File: src/rtl/erpq_pkg.sv
// Shared types and constants for the echo ranger pitch quantizer.
package erpq_pkg;

    typedef enum logic [4:0] {
        PH_WAIT  = 5'b00001,
        PH_TRIG  = 5'b00010,
        PH_ARM   = 5'b00100,
        PH_COUNT = 5'b01000,
        PH_HOLD  = 5'b10000
    } phase_t;

    typedef enum logic [1:0] {
        REG_TRIGGER_TICKS = 2'd0,
        REG_HOLDOFF_TICKS = 2'd1,
        REG_MIN_WIDTH     = 2'd2,
        REG_MAX_WIDTH     = 2'd3
    } reg_index_t;

    localparam int TICK_BITS = 16;
    localparam int CFG_WIDTH_BITS = 24;
    localparam int NOTE_BITS = 8;
    localparam int NOTE_COUNT = 8;
    localparam int NOTE_INDEX_BITS = 3;

    localparam logic [TICK_BITS-1:0] TRIGGER_TICKS_RESET = 16'd20;
    localparam logic [TICK_BITS-1:0] HOLDOFF_TICKS_RESET = 16'd200;
    localparam logic [CFG_WIDTH_BITS-1:0] MIN_WIDTH_RESET = 24'd400;
    localparam logic [CFG_WIDTH_BITS-1:0] MAX_WIDTH_RESET = 24'd15000;

    // The mapped pitch runs from NOTE_BASE up to NOTE_BASE + NOTE_SPAN.
    localparam int NOTE_BASE = 61;
    localparam int NOTE_SPAN = 62;

    typedef logic [7:0] thresh_arr_t [NOTE_COUNT-1];
    typedef logic [NOTE_BITS-1:0] note_arr_t [NOTE_COUNT];

    localparam thresh_arr_t NOTE_THRESH = '{8'd68, 8'd76, 8'd84, 8'd92, 8'd99, 8'd107, 8'd115};
    localparam note_arr_t NOTE_WORDS = '{8'd61, 8'd65, 8'd71, 8'd79, 8'd88, 8'd95, 8'd110,
                                         8'd123};

endpackage

File: src/rtl/echo_ranger_pitch_quantizer_unit.sv
// Echo ranger with pitch quantizer: trigger sequencing, echo width count and note mapping.
// A word accepted into the input register moves into the result registers at the tick step.
// One word per cycle, unless a stalled result word holds the flow.
// The note quantizer compares the scaled width against seven span multiples in parallel.
// Reset clears the phase, counters, note word and both valid flags, and loads the
// configuration registers with their default values.
module echo_ranger_pitch_quantizer_unit #(
    parameter int WIDTH_BITS = 24
) (
    input  logic                  clk,
    input  logic                  rst_n,
    input  logic                  psel,
    input  logic                  penable,
    input  logic                  pwrite,
    input  logic [3:0]            paddr,
    input  logic [31:0]           pwdata,
    output logic [31:0]           prdata,
    output logic                  pready,
    input  logic                  item_valid,
    output logic                  item_stall,
    input  logic                  echo_level,
    output logic                  result_valid,
    input  logic                  result_stall,
    output logic                  trigger_level,
    output logic                  done_res,
    output logic [WIDTH_BITS-1:0] echo_width,
    output logic [7:0]            note_compare
);

    localparam int TB = erpq_pkg::TICK_BITS;
    localparam int CB = erpq_pkg::CFG_WIDTH_BITS;
    localparam int CW = (WIDTH_BITS > CB) ? WIDTH_BITS : CB;
    localparam int PW = CW + 7;

    logic [TB-1:0] trigger_ticks_reg;
    logic [TB-1:0] holdoff_ticks_reg;
    logic [CB-1:0] min_width_reg;
    logic [CB-1:0] max_width_reg;
    logic          cfg_write;

    logic in_valid_reg;
    logic echo_reg;
    logic step;
    logic item_accept;

    erpq_pkg::phase_t              phase_reg, phase_next;
    logic [TB-1:0]                 phase_ticks_reg, phase_ticks_next;
    logic [WIDTH_BITS-1:0]         width_count_reg, width_count_next;
    logic [erpq_pkg::NOTE_BITS-1:0] note_word_reg, note_word_next;

    logic                  trig_next;
    logic                  done_next;
    logic [WIDTH_BITS-1:0] width_out_next;

    logic [TB-1:0] tick_limit;
    logic [TB-1:0] tick_base;
    logic [TB-1:0] tick_inc;
    logic          tick_end;

    logic [CW-1:0] w_ext;
    logic [CW-1:0] min_ext;
    logic [CW-1:0] max_ext;
    logic [CW-1:0] clamp_w;
    logic [CW-1:0] diff;
    logic [CW-1:0] span;
    logic [PW-1:0] scaled;
    logic [PW-1:0] bound [erpq_pkg::NOTE_COUNT-1];
    logic [erpq_pkg::NOTE_INDEX_BITS-1:0] note_idx;
    logic [erpq_pkg::NOTE_BITS-1:0] note_quant;

    // Configuration port.
    assign pready = 1'b1;
    assign cfg_write = psel && penable && pwrite && pready;

    always_ff @(posedge clk or negedge rst_n)
    begin
        if (!rst_n)
        begin
            trigger_ticks_reg <= erpq_pkg::TRIGGER_TICKS_RESET;
            holdoff_ticks_reg <= erpq_pkg::HOLDOFF_TICKS_RESET;
            min_width_reg     <= erpq_pkg::MIN_WIDTH_RESET;
            max_width_reg     <= erpq_pkg::MAX_WIDTH_RESET;
        end
        else if (cfg_write)
        begin
            unique case (erpq_pkg::reg_index_t'(paddr[3:2]))
                erpq_pkg::REG_TRIGGER_TICKS: trigger_ticks_reg <= pwdata[TB-1:0];
                erpq_pkg::REG_HOLDOFF_TICKS: holdoff_ticks_reg <= pwdata[TB-1:0];
                erpq_pkg::REG_MIN_WIDTH:     min_width_reg     <= pwdata[CB-1:0];
                erpq_pkg::REG_MAX_WIDTH:     max_width_reg     <= pwdata[CB-1:0];
                default: ;
            endcase
        end
    end

    always_comb
    begin
        unique case (erpq_pkg::reg_index_t'(paddr[3:2]))
            erpq_pkg::REG_TRIGGER_TICKS: prdata = 32'(trigger_ticks_reg);
            erpq_pkg::REG_HOLDOFF_TICKS: prdata = 32'(holdoff_ticks_reg);
            erpq_pkg::REG_MIN_WIDTH:     prdata = 32'(min_width_reg);
            erpq_pkg::REG_MAX_WIDTH:     prdata = 32'(max_width_reg);
            default:                     prdata = '0;
        endcase
    end

    // Word handshake: the input register advances into the result register.
    assign step        = in_valid_reg && (!result_valid || !result_stall);
    assign item_stall  = in_valid_reg && !step;
    assign item_accept = item_valid && !item_stall;

    always_ff @(posedge clk or negedge rst_n)
    begin
        if (!rst_n)
        begin
            in_valid_reg <= 1'b0;
        end
        else if (item_accept)
        begin
            in_valid_reg <= 1'b1;
        end
        else if (step)
        begin
            in_valid_reg <= 1'b0;
        end
    end

    always_ff @(posedge clk)
    begin
        if (item_accept)
        begin
            echo_reg <= echo_level;
        end
    end

    // Timed phase counter; an unknown phase restarts from zero ticks.
    always_comb
    begin
        tick_limit = (phase_reg == erpq_pkg::PH_HOLD) ? holdoff_ticks_reg : trigger_ticks_reg;
        if ((phase_reg == erpq_pkg::PH_WAIT) || (phase_reg == erpq_pkg::PH_TRIG) ||
            (phase_reg == erpq_pkg::PH_HOLD))
        begin
            tick_base = phase_ticks_reg;
        end
        else
        begin
            tick_base = '0;
        end
        tick_inc = tick_base + TB'(1);
        tick_end = (tick_limit == '0) || (tick_inc >= tick_limit) || (tick_inc == '0);
    end

    // Width clamp and note quantizer.
    always_comb
    begin
        w_ext   = CW'(width_count_reg);
        min_ext = CW'(min_width_reg);
        max_ext = CW'(max_width_reg);
        if (w_ext >= max_ext)
        begin
            clamp_w = max_ext;
        end
        else if (w_ext <= min_ext)
        begin
            clamp_w = min_ext;
        end
        else
        begin
            clamp_w = w_ext;
        end
        diff   = clamp_w - min_ext;
        span   = max_ext - min_ext;
        scaled = PW'(diff) * PW'(erpq_pkg::NOTE_SPAN);
        note_idx = '0;
        for (int k = 0; k < erpq_pkg::NOTE_COUNT - 1; k++)
        begin
            bound[k] = PW'(span) * PW'(erpq_pkg::NOTE_THRESH[k] - 8'(erpq_pkg::NOTE_BASE));
            if (scaled >= bound[k])
            begin
                note_idx = note_idx + erpq_pkg::NOTE_INDEX_BITS'(1);
            end
        end
        if (max_ext <= min_ext)
        begin
            note_quant = erpq_pkg::NOTE_WORDS[0];
        end
        else
        begin
            note_quant = erpq_pkg::NOTE_WORDS[note_idx];
        end
    end

    // One tick of the ranging sequence.
    always_comb
    begin
        phase_next       = phase_reg;
        phase_ticks_next = phase_ticks_reg;
        width_count_next = width_count_reg;
        note_word_next   = note_word_reg;
        trig_next        = 1'b0;
        done_next        = 1'b0;
        width_out_next   = '0;
        unique case (phase_reg)
            erpq_pkg::PH_TRIG:
            begin
                trig_next        = 1'b1;
                phase_ticks_next = tick_end ? '0 : tick_inc;
                if (tick_end)
                begin
                    phase_next = erpq_pkg::PH_ARM;
                end
            end
            erpq_pkg::PH_ARM:
            begin
                if (echo_reg)
                begin
                    width_count_next = WIDTH_BITS'(1);
                    phase_next       = erpq_pkg::PH_COUNT;
                end
            end
            erpq_pkg::PH_COUNT:
            begin
                if (echo_reg)
                begin
                    if (width_count_reg != '1)
                    begin
                        width_count_next = width_count_reg + WIDTH_BITS'(1);
                    end
                end
                else
                begin
                    done_next        = 1'b1;
                    width_out_next   = width_count_reg;
                    note_word_next   = note_quant;
                    phase_next       = erpq_pkg::PH_HOLD;
                    phase_ticks_next = '0;
                end
            end
            erpq_pkg::PH_HOLD:
            begin
                phase_ticks_next = tick_end ? '0 : tick_inc;
                if (tick_end)
                begin
                    phase_next = erpq_pkg::PH_TRIG;
                end
            end
            default:
            begin
                phase_ticks_next = tick_end ? '0 : tick_inc;
                phase_next       = tick_end ? erpq_pkg::PH_TRIG : erpq_pkg::PH_WAIT;
            end
        endcase
    end

    always_ff @(posedge clk or negedge rst_n)
    begin
        if (!rst_n)
        begin
            phase_reg       <= erpq_pkg::PH_WAIT;
            phase_ticks_reg <= '0;
            width_count_reg <= '0;
            note_word_reg   <= '0;
            result_valid    <= 1'b0;
        end
        else
        begin
            if (step)
            begin
                phase_reg       <= phase_next;
                phase_ticks_reg <= phase_ticks_next;
                width_count_reg <= width_count_next;
                note_word_reg   <= note_word_next;
                result_valid    <= 1'b1;
            end
            else if (!result_stall)
            begin
                result_valid <= 1'b0;
            end
        end
    end

    always_ff @(posedge clk)
    begin
        if (step)
        begin
            trigger_level <= trig_next;
            done_res      <= done_next;
            echo_width    <= width_out_next;
            note_compare  <= note_word_next;
        end
    end

    // A finished measurement never coincides with a trigger pulse.
    a_done_no_trigger: assert property (@(posedge clk) disable iff (!rst_n)
        result_valid && done_res |-> !trigger_level)
        else $error("done word with trigger high");

    // A finished measurement always has at least one high tick.
    a_done_width: assert property (@(posedge clk) disable iff (!rst_n)
        result_valid && done_res |-> echo_width != '0)
        else $error("done word with zero width");

    // The note word is zero only before the first measurement, else a table entry.
    a_note_word: assert property (@(posedge clk) disable iff (!rst_n)
        result_valid |-> (note_compare == 8'd0) || (note_compare == 8'd61) ||
            (note_compare == 8'd65) || (note_compare == 8'd71) ||
            (note_compare == 8'd79) || (note_compare == 8'd88) ||
            (note_compare == 8'd95) || (note_compare == 8'd110) ||
            (note_compare == 8'd123))
        else $error("note word outside table");

    // A stalled result word must not be overwritten by a new tick.
    a_no_overwrite: assert property (@(posedge clk) disable iff (!rst_n)
        result_valid && result_stall |-> !step)
        else $error("result word overwritten while stalled");

endmodule
File: config.mk
export PLATFORM = sky130hd
export DESIGN_NAME = echo_ranger_pitch_quantizer_unit
export DESIGN_NICKNAME = d
export VERILOG_FILES = /design/src/rtl/erpq_pkg.sv /design/src/rtl/echo_ranger_pitch_quantizer_unit.sv
export SDC_FILE = /design/constraint.sdc
export NUM_CORES = 2
export LEC_CHECK = 0
export BUFFER_PORTS_ARGS = -buffer_cell sky130_fd_sc_hd__buf_4
export CAP_MARGIN = 20
export CORE_ASPECT_RATIO = 1.5
export CORE_MARGIN = 2
export CORE_UTILIZATION = 40
export CTS_BUF_LIST = sky130_fd_sc_hd__clkbuf_2
export DETAILED_ROUTE_END_ITERATION = 10
export PLACE_DENSITY = 0.53
export SYNTH_ARGS = -nofsm -noshare
export SYNTH_HDL_FRONTEND = slang
export SYNTH_SLANG_ARGS = --single-unit
File: constraint.sdc
create_clock -name clk -period 20.1 [get_ports clk]
set_input_delay 4.02 -clock clk [delete_from_list [all_inputs] [get_ports clk]]
set_output_delay 4.02 -clock clk [all_outputs]
set_load 0.05 [all_outputs]
== Word-level counts from Yosys, hierarchy flattened ==
Memory sizes are Yosys's and may differ from the RTL's.
Cells that the tools add are included.
Word-level totals
  RAM bits: 0
  output and inout port bits: 69
  register bits after elaboration: 170
  logic and storage cells: 128
  memories: 1
  bits in latches: 0
  input bits: 44
  memory bits (read-only): 64
Memory list
  (name not given): words 8, width 8, read ports 1, clocked after memory_dff 0, wr ports 0, line echo_ranger_pitch_quantizer_unit.sv:189  | note_quant = erpq_pkg::NOTE_WORDS[note_idx];
Operators by class
  eq/ne operators: 16
  add/subtract/negate cells: 10
  $mul: 8
  mux-type cells: 36
  div/mod/pow operators: 0
  $lt $le $gt $ge: 12
  bitwise logic cells: 3
  reductions and logical operators: 27
  shift operators: 0
Operators by type and width (count)
  $mul A24 B5 Y29 const B: 6
  $pmux W32 S4: 1
  $mux W24: 5
  $ge A30 B30 Y1: 3
  $mux W16: 4
  $ge A30 B29 Y1: 2
  $le A24 B24 Y1: 2
  $pmux W24 S2: 1
  $sub A24 B24 Y24: 2
  $mux W8: 5
  $logic_not A16 Y1: 2
  $pmux W16 S2: 1
  $ge A30 B27 Y1: 1
  $ge A30 B28 Y1: 1
  $mul A24 B4 Y28 const B: 1
  $mul A24 B3 Y27 const B: 1
  $add A24 B1 Y24 const B: 1
  $ge A24 B24 Y1: 1
  $ne A24 B24 Y1 const B: 1
  $mux W5: 4
  $pmux W5 S4: 1
  $add A3 B1 Y3 const B: 6
  $mux W3: 6
  $add A16 B1 Y16 const B: 1
  24 further kinds: 53

== Logic depth before layout (Yosys ltp) ==
  depth in word-level cells: 26
  depth in mapped cells: 74
  mapped depth without buffers: 73

== Least setup slack after synthesis ==
Ideal clock, no wire load.
  path type: register to register
  start: register width_count_reg[0], in the netlist w_ext[0]
  end: register note_compare[2] (data pin)
  required time: 19.840 ns
  stages on the path, launching flop included: 69
  library setup time: 0.260 ns
  setup slack: 6.007 ns
  path buffers: 3
  arrival: 13.833 ns
  period minus slack after synthesis: 14.093 ns
  cell sequence: dfrtp_1 > inv_1 > ha_1 > nand2b_1 > a21o_1 > a21o_1 > a21oi_1 > o21ai_0 > a2111oi_0 > o41ai_1 > a41oi_1 > a21oi_1 > clkbuf_1 > clkbuf_1 > a21oi_1 > ha_1 > inv_1 > fa_1 > [... 33 more ...] > inv_1 > nor4b_1 > a2111oi_4 > inv_1 > ha_1 > inv_1 > a21boi_0 > ha_1 > mux2_2 > ha_1 > inv_1 > nor2_1 > xnor3_1 > xnor3_1 > clkbuf_1 > and2_0 > o21ai_1 > mux2_2
On the way
  cells in the longest elaborated chain, start to end: 26
  elaborated cells on any way between the ends: 33
  those cells by class: add/sub: 7; mul: 1; order compare: 9; mux: 14; bitwise: 1; memory: 1
RTL lines
  from (decl): line echo_ranger_pitch_quantizer_unit.sv:48  | logic [WIDTH_BITS-1:0] width_count_reg, width_count_next;
  from (signal assigned): line echo_ranger_pitch_quantizer_unit.sv:271  | width_count_reg <= width_count_next;
  $le A24 B24 Y1: line echo_ranger_pitch_quantizer_unit.sv:163  | else if (w_ext <= min_ext)
  $mux W24: line echo_ranger_pitch_quantizer_unit.sv:163
  $mux W24 (*): line echo_ranger_pitch_quantizer_unit.sv:159  | if (w_ext >= max_ext)
  $sub A24 B24 Y24 (*): line echo_ranger_pitch_quantizer_unit.sv:171  | diff = clamp_w - min_ext;
  $mul A24 B5 Y29 (*): line echo_ranger_pitch_quantizer_unit.sv:173  | scaled = PW'(diff) * PW'(erpq_pkg::NOTE_SPAN);
  $ge A30 B27 Y1: line echo_ranger_pitch_quantizer_unit.sv:178  | if (scaled >= bound[k])
  $mux W1: line echo_ranger_pitch_quantizer_unit.sv:178
  $add A3 B1 Y3: line echo_ranger_pitch_quantizer_unit.sv:180  | note_idx = note_idx + erpq_pkg::NOTE_INDEX_BITS'(1);
  [... 10 more ...]
  $mux W3 (*): line echo_ranger_pitch_quantizer_unit.sv:178
  $not A3 Y4 (not written as such) (*): line echo_ranger_pitch_quantizer_unit.sv:189
  $mem_v2 Z8 W8 (*)
  $mux W8 (not written as such) (*) (2 in series): line echo_ranger_pitch_quantizer_unit.sv:189
  $mux W8 (*): line echo_ranger_pitch_quantizer_unit.sv:183  | if (max_ext <= min_ext)
  $mux W8 (*): line echo_ranger_pitch_quantizer_unit.sv:223  | if (echo_reg)
  $mux W8 (*): line echo_ranger_pitch_quantizer_unit.sv:203  | unique case (phase_reg)
  via note_word_next, one bit: line echo_ranger_pitch_quantizer_unit.sv:49  | logic [erpq_pkg::NOTE_BITS-1:0] note_word_reg, note_word_next;
  to (signal assigned): line echo_ranger_pitch_quantizer_unit.sv:289  | note_compare <= note_word_next;
  to (decl): line echo_ranger_pitch_quantizer_unit.sv:27  | output logic [7:0] note_compare
The timed path passes the listed nets; every way through them passes the cells marked *. The select of a mux whose other input is x is not followed.
A chain may end at the register's enable or synchronous reset.

== Worst setup path after layout ==
  start: register width_count_reg[9], in the netlist w_ext[9]
  end: register note_compare[2] (data pin)
Same word-level chain as after synthesis.

==> metrics.md <==
| Metric | Value |
|---|---|
| Initial antenna violation count | `1` |
| Clock Sinks | `170` |
| Fin crit share | `85.5%` |
| Die X | `233 µm` |
| Startpoint types | `flip-flop` |
| Final hold slack | `0.526 ns` |
| WL final | `89000 µm` |
| Total GRT Usage | `22.3%` |
| Share of cells above drive strength 1 | `10.3%` |
| Critical R2R Launch | `w_ext[9]` |
| Post-route setup TNS | `0 ns` |
| Register bit total from synthesis | `170` |
| Largest net degree at the start of global routing | `78` |
| Count leader, synth | `ha_1` |
| Die Y | `348 µm` |
| Port bufs | `93` |
| FF-to-FF End | `note_compare[2]` |
| Hold depth | `1` |
| Worst Path Arrival | `17.74 ns` |
| Cell taking the most area after synthesis | `ha_1` |
| Mapped Avg Cell Area | `8.99 µm²` |
| Setup slack, reg-to-reg | `2.91 ns` |
| Final Skew | `0.151 ns` |
| Crit path depth | `66` |
| Crit path top cell by count | `ha_1` |
| Slew @ Worst Pin | `1.09 ns` |
| Final Hold Vio Count | `0` |
| Area growth syn-to-layout | `8.09%` |
| Worst Path Required | `20.65 ns` |
| Max-slew violation count | `0` |
| Final Instance Area | `0.0341 mm²` |
| Nets | `4498` |
| Sum of buffers and inverters on the critical path | `7` |
| Final setup fails | `0` |
| Pre-CTS WS | `2.84 ns` |
| # H-tree levels | `4` |
| RSZ-0062 raised after global routing | `no` |
| Reg2Reg Depth | `66` |
| Post-DP HPWL | `75200 µm` |
| Tmin final | `17.19 ns` |
| Antenna viol nets, final | `0` |
| Main area contributors after synthesis | `ha_1 (23%), fa_1 (14%), dfrtp_1 (9.5%), inv_1 (6.3%), xnor2_1 (3.6%)` |
| Via count | `25300` |
| Synthesized cell area | `0.0315 mm²` |
| Netlist cell types | `87` |
| Die ar. | `0.0811 mm²` |
| Synth Instances | `3506` |
| Synth cell count leaders | `ha_1 (587), inv_1 (528), fa_1 (224)` |
| Max Cap Viol | `0` |
| Final worst slack | `2.91 ns` |
| CP Capture Point | `note_compare[2]` |
| Cts repair resizes | `0` |
| Row count | `126` |
| Iteration-0 DRC Markers | `1081` |
| Drt pass-1 iters | `5` |
| Placed inst area | `0.0339 mm²` |
| Crit. End Element | `flip-flop` |
| CTS buffer count | `25` |
| RePlAce Congestion | `0.872` |
| DRC Markers | `0` |
| CTS max path bufs | `3` |
| Seq/Total Area, Yosys | `14.1%` |
| Vias in the first global route | `26700` |
| Asr flop ratio synth | `79.4%` |
| Slew HR | `26.7%` |
| Worst setup startpoint | `w_ext[9]` |
| Maximum fanout along the worst path | `18` |
| First-pass GRT wire length | `141000 µm` |
| Slowest cell on crit path | `o41ai_1` |
| CP top delay family | `compound AO/OA/AOI/OAI gates` |
| Max Fclk | `58.2 MHz` |
| Post-CTS Setup Inserts | `0` |
| Synth Warn # | `0` |
| Core Region | `0.0784 mm²` |
| Clk root buf | `clkbuf_2` |
| Primary FF master, synth | `dfrtp_1` |
| Outcome | `finished, final reports clean` |
| Worst-path clk slew | `0.34 ns` |
| Ports | `113` |
| Vias per inst | `5.40` |
| CP Class | `flip-flop to flip-flop` |
| Worst min path class | `flip-flop to flip-flop` |
| WL per Instance | `19.0 µm` |
| CTS Hold Buffers Added | `0` |
| Fillers | `7917` |
| Crit-path max cell delay | `0.86 ns` |
| Initial Utilization | `40.2%` |
| Skew-Pair Late Insertion Delay | `0.85 ns` |
| Storage cell area | `0.00445 mm²` |
| Share of Yosys cell area claimed by the top area cell type | `23.3%` |
| Number of synthesized flops with an enable pin | `35` |
| Grt ovf | `0` |
| Multi-input gate area | `0.0250 mm²` |
| TritonCTS clock tree | `done` |
[per-stage QoR]
| step | util (%) | cells |
|---|---|---|
| final | 43.5 | 4675 |
| after global placement | 43.2 | 4640 |
| after global routing | 43.5 | 4674 |
| after CTS | 43.5 | 4673 |
| after floorplan | - | 3513 |
| after detailed placement | 43.2 | 4640 |
[placed cells by master (no fill, tap or decap), types with 28 or more instances in the layout]
master,count
nand2b_1,31
nor2_1,195
nor3_1,48
ha_1,587
nand3_1,75
nand2_1,158
a21o_1,112
clkbuf_2,28
mux2i_1,53
edfxtp_1,35
o21ai_0,152
nor2b_1,34
mux2_2,92
o21a_1,35
buf_4,153
dfrtp_1,119
and2_1,39
xnor2_1,122
xor2_1,123
inv_1,528
nand4_1,58
a211oi_1,29
a31oi_1,31
a21oi_1,210
fa_1,224
o21bai_1,36
[final cells by class]
type                            count  area share, %
Clock inverter                      5          0.151
Clock buffer                       28          0.411
Sequential cell                   170           13.1
Multi-Input combinational cell   2762           73.4
Antenna cell                        2         0.0147
Timing Repair Buffer              154           3.41
Tap cell                         1024           3.76
Inverter                          530           5.84
[cell families (layout without fill, tap and decap cells)]
group	count (synthesis)	count (layout)	share of synthesized area [%]
other	2	11	0.0238
AO/OA/AOI/OAI	771	771	16.0
multiplexers	161	161	6.11
buffers and inverters	581	717	7.06
XOR/XNOR	257	257	7.23
flip-flops	170	170	14.1
adder cells (fa/ha/maj)	813	813	37.6
AND/OR/NAND/NOR	751	751	11.8
[per-layer routing]
metal / wire, µm / vias to the layer above / global-route usage, %
met2: 49800 / 280 / 44.7
met3: 1210 / 102 / 0.975
met5: 0 / - / 0
li1: - / 12500 / -
met4: 3590 / 0 / 8.63
met1: 34400 / 12400 / 23.9
[worst min path at each step]
stage | slack (ns) | startpoint | end
finish | 0.53 | in_valid_reg | result_valid
global route | 0.54 | note_word_reg[6] | note_compare[6]
CTS | 0.53 | note_word_reg[6] | note_compare[6]
detailed placement | 0.48 | in_valid_reg | result_valid
global placement | 0.46 | in_valid_reg | result_valid
floorplan | 0.45 | in_valid_reg | result_valid
Power is left out: the tool's default activity adds up to more than one toggle a clock period on the data nets, which glitch-free logic cannot reach.
